File: config.mk
export PLATFORM = sky130hd
export DESIGN_NAME = sha224_block_hash
export DESIGN_NICKNAME = d
export VERILOG_FILES = /design/src/rtl/core/sha224_pkg.sv /design/src/rtl/core/sha224_block_hash.sv /design/src/rtl/core/sha224_round.sv
export SDC_FILE = /design/constraint.sdc
export NUM_CORES = 2
export LEC_CHECK = 0
export BUFFER_PORTS_ARGS = -buffer_cell sky130_fd_sc_hd__clkbuf_2
export CAP_MARGIN = 20
export CORE_MARGIN = 10
export CORE_UTILIZATION = 65
export CTS_BUF_LIST = sky130_fd_sc_hd__clkbuf_8
export DETAILED_ROUTE_END_ITERATION = 12
export PLACE_DENSITY = 0.82
export SETUP_SLACK_MARGIN = 0.05
export SYNTH_ARGS = -nofsm -noshare
export SYNTH_HDL_FRONTEND = slang
export SYNTH_HIERARCHICAL = 1
export SYNTH_SLANG_ARGS = --single-unit
File: constraint.sdc
create_clock -name i_clk -period 74.5 [get_ports i_clk]
set_input_delay 14.9 -clock i_clk [delete_from_list [all_inputs] [get_ports i_clk]]
set_output_delay 14.9 -clock i_clk [all_outputs]
set_load 0.05 [all_outputs]
File: src/rtl/core/sha224_pkg.sv
package sha224_pkg;

    localparam int BLOCK_WORDS  = 16;
    localparam int DIGEST_WORDS = 7;
    localparam int HASH_WORDS   = 8;
    localparam int ROUNDS       = 64;

    typedef logic [31:0] t_word;

    typedef struct packed {
        t_word a;
        t_word b;
        t_word c;
        t_word d;
        t_word e;
        t_word f;
        t_word g;
        t_word h;
    } t_vars;

    localparam t_word HashInit [HASH_WORDS] = '{
        32'hC1059ED8, 32'h367CD507, 32'h3070DD17, 32'hF70E5939,
        32'hFFC00B31, 32'h68581511, 32'h64F98FA7, 32'hBEFA4FA4
    };

    localparam t_word RoundK [ROUNDS] = '{
        32'h428A2F98, 32'h71374491, 32'hB5C0FBCF, 32'hE9B5DBA5,
        32'h3956C25B, 32'h59F111F1, 32'h923F82A4, 32'hAB1C5ED5,
        32'hD807AA98, 32'h12835B01, 32'h243185BE, 32'h550C7DC3,
        32'h72BE5D74, 32'h80DEB1FE, 32'h9BDC06A7, 32'hC19BF174,
        32'hE49B69C1, 32'hEFBE4786, 32'h0FC19DC6, 32'h240CA1CC,
        32'h2DE92C6F, 32'h4A7484AA, 32'h5CB0A9DC, 32'h76F988DA,
        32'h983E5152, 32'hA831C66D, 32'hB00327C8, 32'hBF597FC7,
        32'hC6E00BF3, 32'hD5A79147, 32'h06CA6351, 32'h14292967,
        32'h27B70A85, 32'h2E1B2138, 32'h4D2C6DFC, 32'h53380D13,
        32'h650A7354, 32'h766A0ABB, 32'h81C2C92E, 32'h92722C85,
        32'hA2BFE8A1, 32'hA81A664B, 32'hC24B8B70, 32'hC76C51A3,
        32'hD192E819, 32'hD6990624, 32'hF40E3585, 32'h106AA070,
        32'h19A4C116, 32'h1E376C08, 32'h2748774C, 32'h34B0BCB5,
        32'h391C0CB3, 32'h4ED8AA4A, 32'h5B9CCA4F, 32'h682E6FF3,
        32'h748F82EE, 32'h78A5636F, 32'h84C87814, 32'h8CC70208,
        32'h90BEFFFA, 32'hA4506CEB, 32'hBEF9A3F7, 32'hC67178F2
    };

    function automatic t_word rotr(input t_word v, input int n);
        rotr = (v >> n) | (v << (32 - n));
    endfunction

    function automatic t_word big_sigma0(input t_word v);
        big_sigma0 = rotr(v, 2) ^ rotr(v, 13) ^ rotr(v, 22);
    endfunction

    function automatic t_word big_sigma1(input t_word v);
        big_sigma1 = rotr(v, 6) ^ rotr(v, 11) ^ rotr(v, 25);
    endfunction

    function automatic t_word small_sigma0(input t_word v);
        small_sigma0 = rotr(v, 7) ^ rotr(v, 18) ^ (v >> 3);
    endfunction

    function automatic t_word small_sigma1(input t_word v);
        small_sigma1 = rotr(v, 17) ^ rotr(v, 19) ^ (v >> 10);
    endfunction

endpackage

File: src/rtl/core/sha224_block_hash.sv
// Channel   Direction  Handshake          Payload
// input     in         i_valid / o_stall  i_message_word, i_start_message, i_final_block
// digest    out        o_valid / i_stall  o_digest_word, o_digest_index, o_last_digest_word
//
// A block takes 16 word transactions, one per cycle, then 64 rounds of the shared
// round unit (one round per cycle) and a fold into the hash state (S_ADD). A final
// block adds 7 digest transactions. o_stall is high from the 16th word until the
// digest has drained, or for a non-final block until the fold is done.
// Synchronous active-low reset loads the initial hash and clears the sequencer.
module sha224_block_hash
    import sha224_pkg::*;
(
    input  logic        i_clk,
    input  logic        i_rst_n,
    input  logic        i_valid,
    output logic        o_stall,
    input  logic [31:0] i_message_word,
    input  logic        i_start_message,
    input  logic        i_final_block,
    output logic        o_valid,
    input  logic        i_stall,
    output logic [31:0] o_digest_word,
    output logic [2:0]  o_digest_index,
    output logic        o_last_digest_word
);

    typedef enum logic [1:0] {
        S_LOAD,
        S_ROUND,
        S_ADD,
        S_OUT
    } t_state;

    localparam logic [3:0] LastWord  = 4'(BLOCK_WORDS - 1);
    localparam logic [5:0] LastRound = 6'(ROUNDS - 1);
    localparam logic [2:0] LastIdx   = 3'(DIGEST_WORDS - 1);

    t_state      r_state;
    logic [3:0]  r_count;
    logic [5:0]  r_round;
    logic [2:0]  r_idx;
    logic        r_final;
    logic        r_valid;
    logic        r_last;
    t_word       r_out_word;
    t_word       r_hash [HASH_WORDS];
    t_word       r_w [BLOCK_WORDS];
    t_vars       r_vars;

    t_vars       n_vars;
    t_word       n_w;
    t_vars       hash_vars;
    logic        in_acc;
    logic        out_acc;
    logic [3:0]  n_count;
    logic        n_final;

    sha224_round u_round (
        .i_vars   (r_vars),
        .i_k      (RoundK[r_round]),
        .i_w0     (r_w[0]),
        .i_w1     (r_w[1]),
        .i_w9     (r_w[9]),
        .i_w14    (r_w[14]),
        .o_vars   (n_vars),
        .o_w_next (n_w)
    );

    assign in_acc  = i_valid && !o_stall;
    assign out_acc = r_valid && !i_stall;
    assign n_count = i_start_message ? 4'd0 : r_count;
    assign n_final = (i_start_message ? 1'b0 : r_final) | i_final_block;

    assign hash_vars = '{a: r_hash[0], b: r_hash[1], c: r_hash[2], d: r_hash[3],
                         e: r_hash[4], f: r_hash[5], g: r_hash[6], h: r_hash[7]};

    assign o_stall            = (r_state != S_LOAD);
    assign o_valid            = r_valid;
    assign o_digest_word      = r_out_word;
    assign o_digest_index     = r_idx;
    assign o_last_digest_word = r_last;

    // schedule window: shift line, new word enters at the top tap
    always_ff @(posedge i_clk) begin
        if (in_acc || r_state == S_ROUND) begin
            for (int i = 0; i < BLOCK_WORDS - 1; i++) begin
                r_w[i] <= r_w[i + 1];
            end
            r_w[BLOCK_WORDS - 1] <= in_acc ? i_message_word : n_w;
        end
    end

    always_ff @(posedge i_clk) begin
        if (!i_rst_n) begin
            r_state <= S_LOAD;
            r_count <= '0;
            r_round <= '0;
            r_idx   <= '0;
            r_final <= 1'b0;
            r_valid <= 1'b0;
            r_last  <= 1'b0;
            for (int i = 0; i < HASH_WORDS; i++) begin
                r_hash[i] <= HashInit[i];
            end
        end else begin
            case (r_state)
                S_LOAD: begin
                    if (in_acc) begin
                        if (i_start_message) begin
                            for (int i = 0; i < HASH_WORDS; i++) begin
                                r_hash[i] <= HashInit[i];
                            end
                        end
                        r_final <= n_final;
                        if (n_count == LastWord) begin
                            r_count <= '0;
                            r_round <= '0;
                            r_vars  <= hash_vars;
                            r_state <= S_ROUND;
                        end else begin
                            r_count <= n_count + 4'd1;
                        end
                    end
                end
                S_ROUND: begin
                    r_vars  <= n_vars;
                    r_round <= r_round + 6'd1;
                    if (r_round == LastRound) begin
                        r_state <= S_ADD;
                    end
                end
                S_ADD: begin
                    r_hash[0] <= r_hash[0] + r_vars.a;
                    r_hash[1] <= r_hash[1] + r_vars.b;
                    r_hash[2] <= r_hash[2] + r_vars.c;
                    r_hash[3] <= r_hash[3] + r_vars.d;
                    r_hash[4] <= r_hash[4] + r_vars.e;
                    r_hash[5] <= r_hash[5] + r_vars.f;
                    r_hash[6] <= r_hash[6] + r_vars.g;
                    r_hash[7] <= r_hash[7] + r_vars.h;
                    r_final   <= 1'b0;
                    if (r_final) begin
                        r_out_word <= r_hash[0] + r_vars.a;
                        r_idx      <= '0;
                        r_last     <= 1'b0;
                        r_valid    <= 1'b1;
                        r_state    <= S_OUT;
                    end else begin
                        r_state <= S_LOAD;
                    end
                end
                S_OUT: begin
                    if (out_acc) begin
                        if (r_idx == LastIdx) begin
                            r_valid <= 1'b0;
                            r_last  <= 1'b0;
                            r_state <= S_LOAD;
                        end else begin
                            r_idx      <= r_idx + 3'd1;
                            r_out_word <= r_hash[r_idx + 3'd1];
                            r_last     <= ((r_idx + 3'd1) == LastIdx);
                        end
                    end
                end
                default: begin
                    r_state <= S_LOAD;
                end
            endcase
        end
    end

    a_no_input_while_digest: assert property (@(posedge i_clk) disable iff (!i_rst_n)
        o_valid |-> o_stall)
        else $error("input taken while digest pending");

    a_last_ends_digest: assert property (@(posedge i_clk) disable iff (!i_rst_n)
        (o_valid && !i_stall && o_last_digest_word) |=> !o_valid)
        else $error("digest run did not end after last word");

    a_last_at_index: assert property (@(posedge i_clk) disable iff (!i_rst_n)
        (o_valid && o_last_digest_word) |-> (o_digest_index == LastIdx))
        else $error("last marker at wrong digest index");

    a_rounds_then_add: assert property (@(posedge i_clk) disable iff (!i_rst_n)
        (r_state == S_ROUND && r_round == LastRound) |=> (r_state == S_ADD))
        else $error("round sequencer did not finish after last round");

endmodule

File: src/rtl/core/sha224_round.sv
module sha224_round
    import sha224_pkg::*;
(
    input  t_vars i_vars,
    input  t_word i_k,
    input  t_word i_w0,
    input  t_word i_w1,
    input  t_word i_w9,
    input  t_word i_w14,
    output t_vars o_vars,
    output t_word o_w_next
);

    t_word t1;
    t_word t2;
    t_word ch;
    t_word maj;

    assign ch  = (i_vars.e & i_vars.f) ^ (~i_vars.e & i_vars.g);
    assign maj = (i_vars.a & i_vars.b) ^ (i_vars.a & i_vars.c) ^ (i_vars.b & i_vars.c);
    assign t1  = i_vars.h + big_sigma1(i_vars.e) + ch + i_k + i_w0;
    assign t2  = big_sigma0(i_vars.a) + maj;

    always_comb begin
        o_vars.h = i_vars.g;
        o_vars.g = i_vars.f;
        o_vars.f = i_vars.e;
        o_vars.e = i_vars.d + t1;
        o_vars.d = i_vars.c;
        o_vars.c = i_vars.b;
        o_vars.b = i_vars.a;
        o_vars.a = t1 + t2;
    end

    // W[t+16] from the window taps W[t], W[t+1], W[t+9], W[t+14]
    assign o_w_next = small_sigma1(i_w14) + i_w9 + small_sigma0(i_w1) + i_w0;

endmodule

==> reports/results.ini <==
[global_route]
grt_pass1_vias = 47400
grt_max_degree = 196
grt_pass1_wl_mm = 299
antenna_found_initial = 8
overflow = 0
track_usage = 0.325

[cts]
cts_sinks = 1074
clkLatencyLatePin_ns = 0.93
cts_max_level = 4
cts_tree = done
clockBufferDepth = 3
numCtsBuffers = 179
post_cts_resized = 0
post-cts-setup-buffers = 0
cts-root-buf = clkbuf_8
path_clk_slew_ns = 0.06
postCtsHoldBufs = 0

[pwr]
power.leakage_nw = 28.2
powerDensity_nw_per_um2 = 26.5
vdd_drop_max_mv = 0.0435

[route]
antenna_left = 0
vias_per_cell = 6.61
drtIter0Drc = 6861
routed.top_layer = met5
first_pass_iters = 8
wl_per_cell_um = 26.6
wl_met1_mm = 81.6
drc = 0
wl_met3_mm = 26.6
wl_met2_mm = 86.1
finalWirelength_mm = 202
num_vias = 50300

[critical_path]
worstSetupEndpointType = flop
worstPathArrival_ns = 19.02
critPathMaxFanout = 195
worstSetupPathType = input pin to flop
required_ns = 75.03
critPathLaunchType = input pin
r2r_setup_slack_ns = 62.56

[cells_and_area]
fin_area_sq_um = 74200
fin_nets = 6688
fin_util = 0.693
area_delta_synth_final_pct = 5.74
drive_gt1_frac = 0.134

[synthesis]
synth_top_family_by_area = compound AO/OA/AOI/OAI gates
synthAdderAreaFrac = 0.126
syn_area_sq_um = 70200
synthCells = 6171
synth_async_sr_flop_share = 0
synth.yosys.warnings = 6
synth.area.mux_share = 0.0806
synth_compound_area_frac = 0.133
synth-seq-area-share = 0.453
yosys_most_used_dff = edfxtp_1
yosys.area_share.xor_xnor = 0.0727
syn_nets = 6797
ys_seq_elements = 1074
synthSimpleGateAreaFrac = 0.0780
syn_area_per_cell_sq_um = 11.4
ys_types = 95
synth_edf_count = 1024

[outcome]
outcome = complete, no violations

[floorplan]
rows = 120
die_h_um = 349
start_util = 0.655
dieArea_sq_um = 121000
num_io_pins = 76
core_sq_um = 107000
fp.dieW_um = 349

[flow_run]
cap_violations = 0

[placement]
preCtsSetupSlack_ns = 55.08
dpl_cell_area_sq_um = 70500
gp_congestion = 1.03
dp_hpwl_mm = 150
portBuffers = 75

[sta]
slew_headroom = 0.210
hold_viol = 0
slew_viol_final = 0
fin_worst_skew_ns = 0.0469
hold_slack_ns = 0.404
totalNegativeSetupSlack_ns = 0
min_period_ns = 18.49
max_freq_mhz = 54.1
timing.final.crit_share = 0.248
worstMarginPinSlew_ns = 1.19
finalSetupViolCount = 0
setup_slack_ns = 56.01
rsz0062_at_grt = false

[min_path]
hold_class = flop to flop

-- cell usage after synthesis (47+ instances only) --
master / count / share of area
mux4_2: 69 / 0.022
inv_1: 436 / 0.023
o21bai_1: 56 / 0.0060
a211oi_1: 57 / 0.0061
edfxtp_1: 1024 / 0.44
buf_4: 192 / 0.021
nand4_1: 48 / 0.0043
a31oi_1: 51 / 0.0045
nand2_1: 389 / 0.021
dfxtp_1: 50 / 0.014
nor2b_1: 58 / 0.0052
nand3_1: 102 / 0.0073
a21oi_1: 405 / 0.029
ha_1: 393 / 0.070
xnor2_1: 357 / 0.045
xor2_1: 223 / 0.028
o21a_1: 47 / 0.0050
nor2_1: 349 / 0.019
nor3_1: 67 / 0.0048
mux2_2: 320 / 0.051
clkbuf_1: 177 / 0.0095
a21o_1: 229 / 0.025
o21ai_0: 282 / 0.020
mux2i_1: 50 / 0.0071
fa_1: 195 / 0.056
-- routing by layer --
metal / vias to the layer above / GRT usage
li1: 22100 / -
met1: 24600 / 0.470
met2: 3122 / 0.467
met3: 463 / 0.0885
met4: 6 / 0.120
met5: - / 0
-- report_power, final --
part           internal (W)  switching (W)  total, W  leakage (nW)
registers          0.000717      0.0000303  0.000747          9.88
logic              0.000291       0.000392  0.000683          16.3
clock network      0.000269       0.000265  0.000534          2.07
total               0.00128       0.000687   0.00196          28.2
-- registers in the layout, summed over array words and instances, names as in the netlist --
register,cells
r_round,6
r_state,2
r_count,4
o_last_digest_word,1
r_vars,256
o_digest_index,3
r_w,512
r_hash,256
r_final,1
o_valid,1
o_digest_word,32
-- cells in the final DEF (no fill, tap or decap), types with 17 or more instances in the layout --
cell type / instances
mux2i_1: 50
ha_1: 392
a31oi_1: 51
and2_1: 21
mux2_2: 320
or2_2: 17
o21a_1: 47
o21bai_1: 56
mux4_2: 69
nand3_1: 102
nor2_1: 344
clkinv_1: 42
nand2b_1: 26
o31ai_1: 31
a21o_1: 229
nor2b_1: 56
buf_4: 49
a211oi_1: 57
o211ai_1: 42
or3_1: 26
nand2_1: 387
xor2_1: 222
clkinv_2: 23
inv_1: 490
dfxtp_1: 46
a21oi_1: 405
fa_1: 195
clkbuf_2: 75
xnor2_1: 357
a221oi_1: 17
edfxtp_1: 1024
o21ai_0: 282
clkbuf_8: 191
nand4_1: 48
nor3_1: 67
and3_1: 42
-- worst max-delay path, stage by stage --
cell	delay, ns
clkbuf_2	0.11
nor2_1	0.06
nor2_4	0.35
buf_12	0.69
buf_4	0.91
buf_4	0.81
buf_4	0.89
-- path summary, 6_finish.rpt --
path,cells after the start,end,start
hold / removal,0,r_w[1][66]$_DFFE_PP_,r_w[1][98]$_DFFE_PP_
setup / recovery,7,r_w[1][185]$_DFFE_PP_,i_valid
hold reg to reg,0,r_w[1][66]$_DFFE_PP_,r_w[1][98]$_DFFE_PP_
setup reg to reg,38,r_vars[255]$_DFFE_PP_,r_round[0]$_SDFFE_PN0P_
-- per-stage QoR --
step	cells	total power, W
CTS	7613	0.00195
global placement	7281	0.00140
floorplan	6171	0.00125
global route	7617	0.00205
finish	7618	0.00196
detailed placement	7281	0.00142
-- logic make-up after synthesis --
family,count (synthesis)
AND/OR/NAND/NOR,1192
multiplexers,439
buffers and inverters,858
AO/OA/AOI/OAI,1436
XOR/XNOR,581
adder cells (fa/ha/maj),591
flip-flops,1074
-- area by class of cell --
type                            count  area [sq um]
Clock buffer                      191          2630
Fill cell                        7588         32900
Antenna cell                        2          5.00
Multi-Input combinational cell   4239         34500
Tap cell                         1403          1760
Timing Repair Buffer              129           828
Inverter                          439          1650
Clock inverter                    141          1030
Sequential cell                  1074         31800
(Power assumes the default switching activity.)
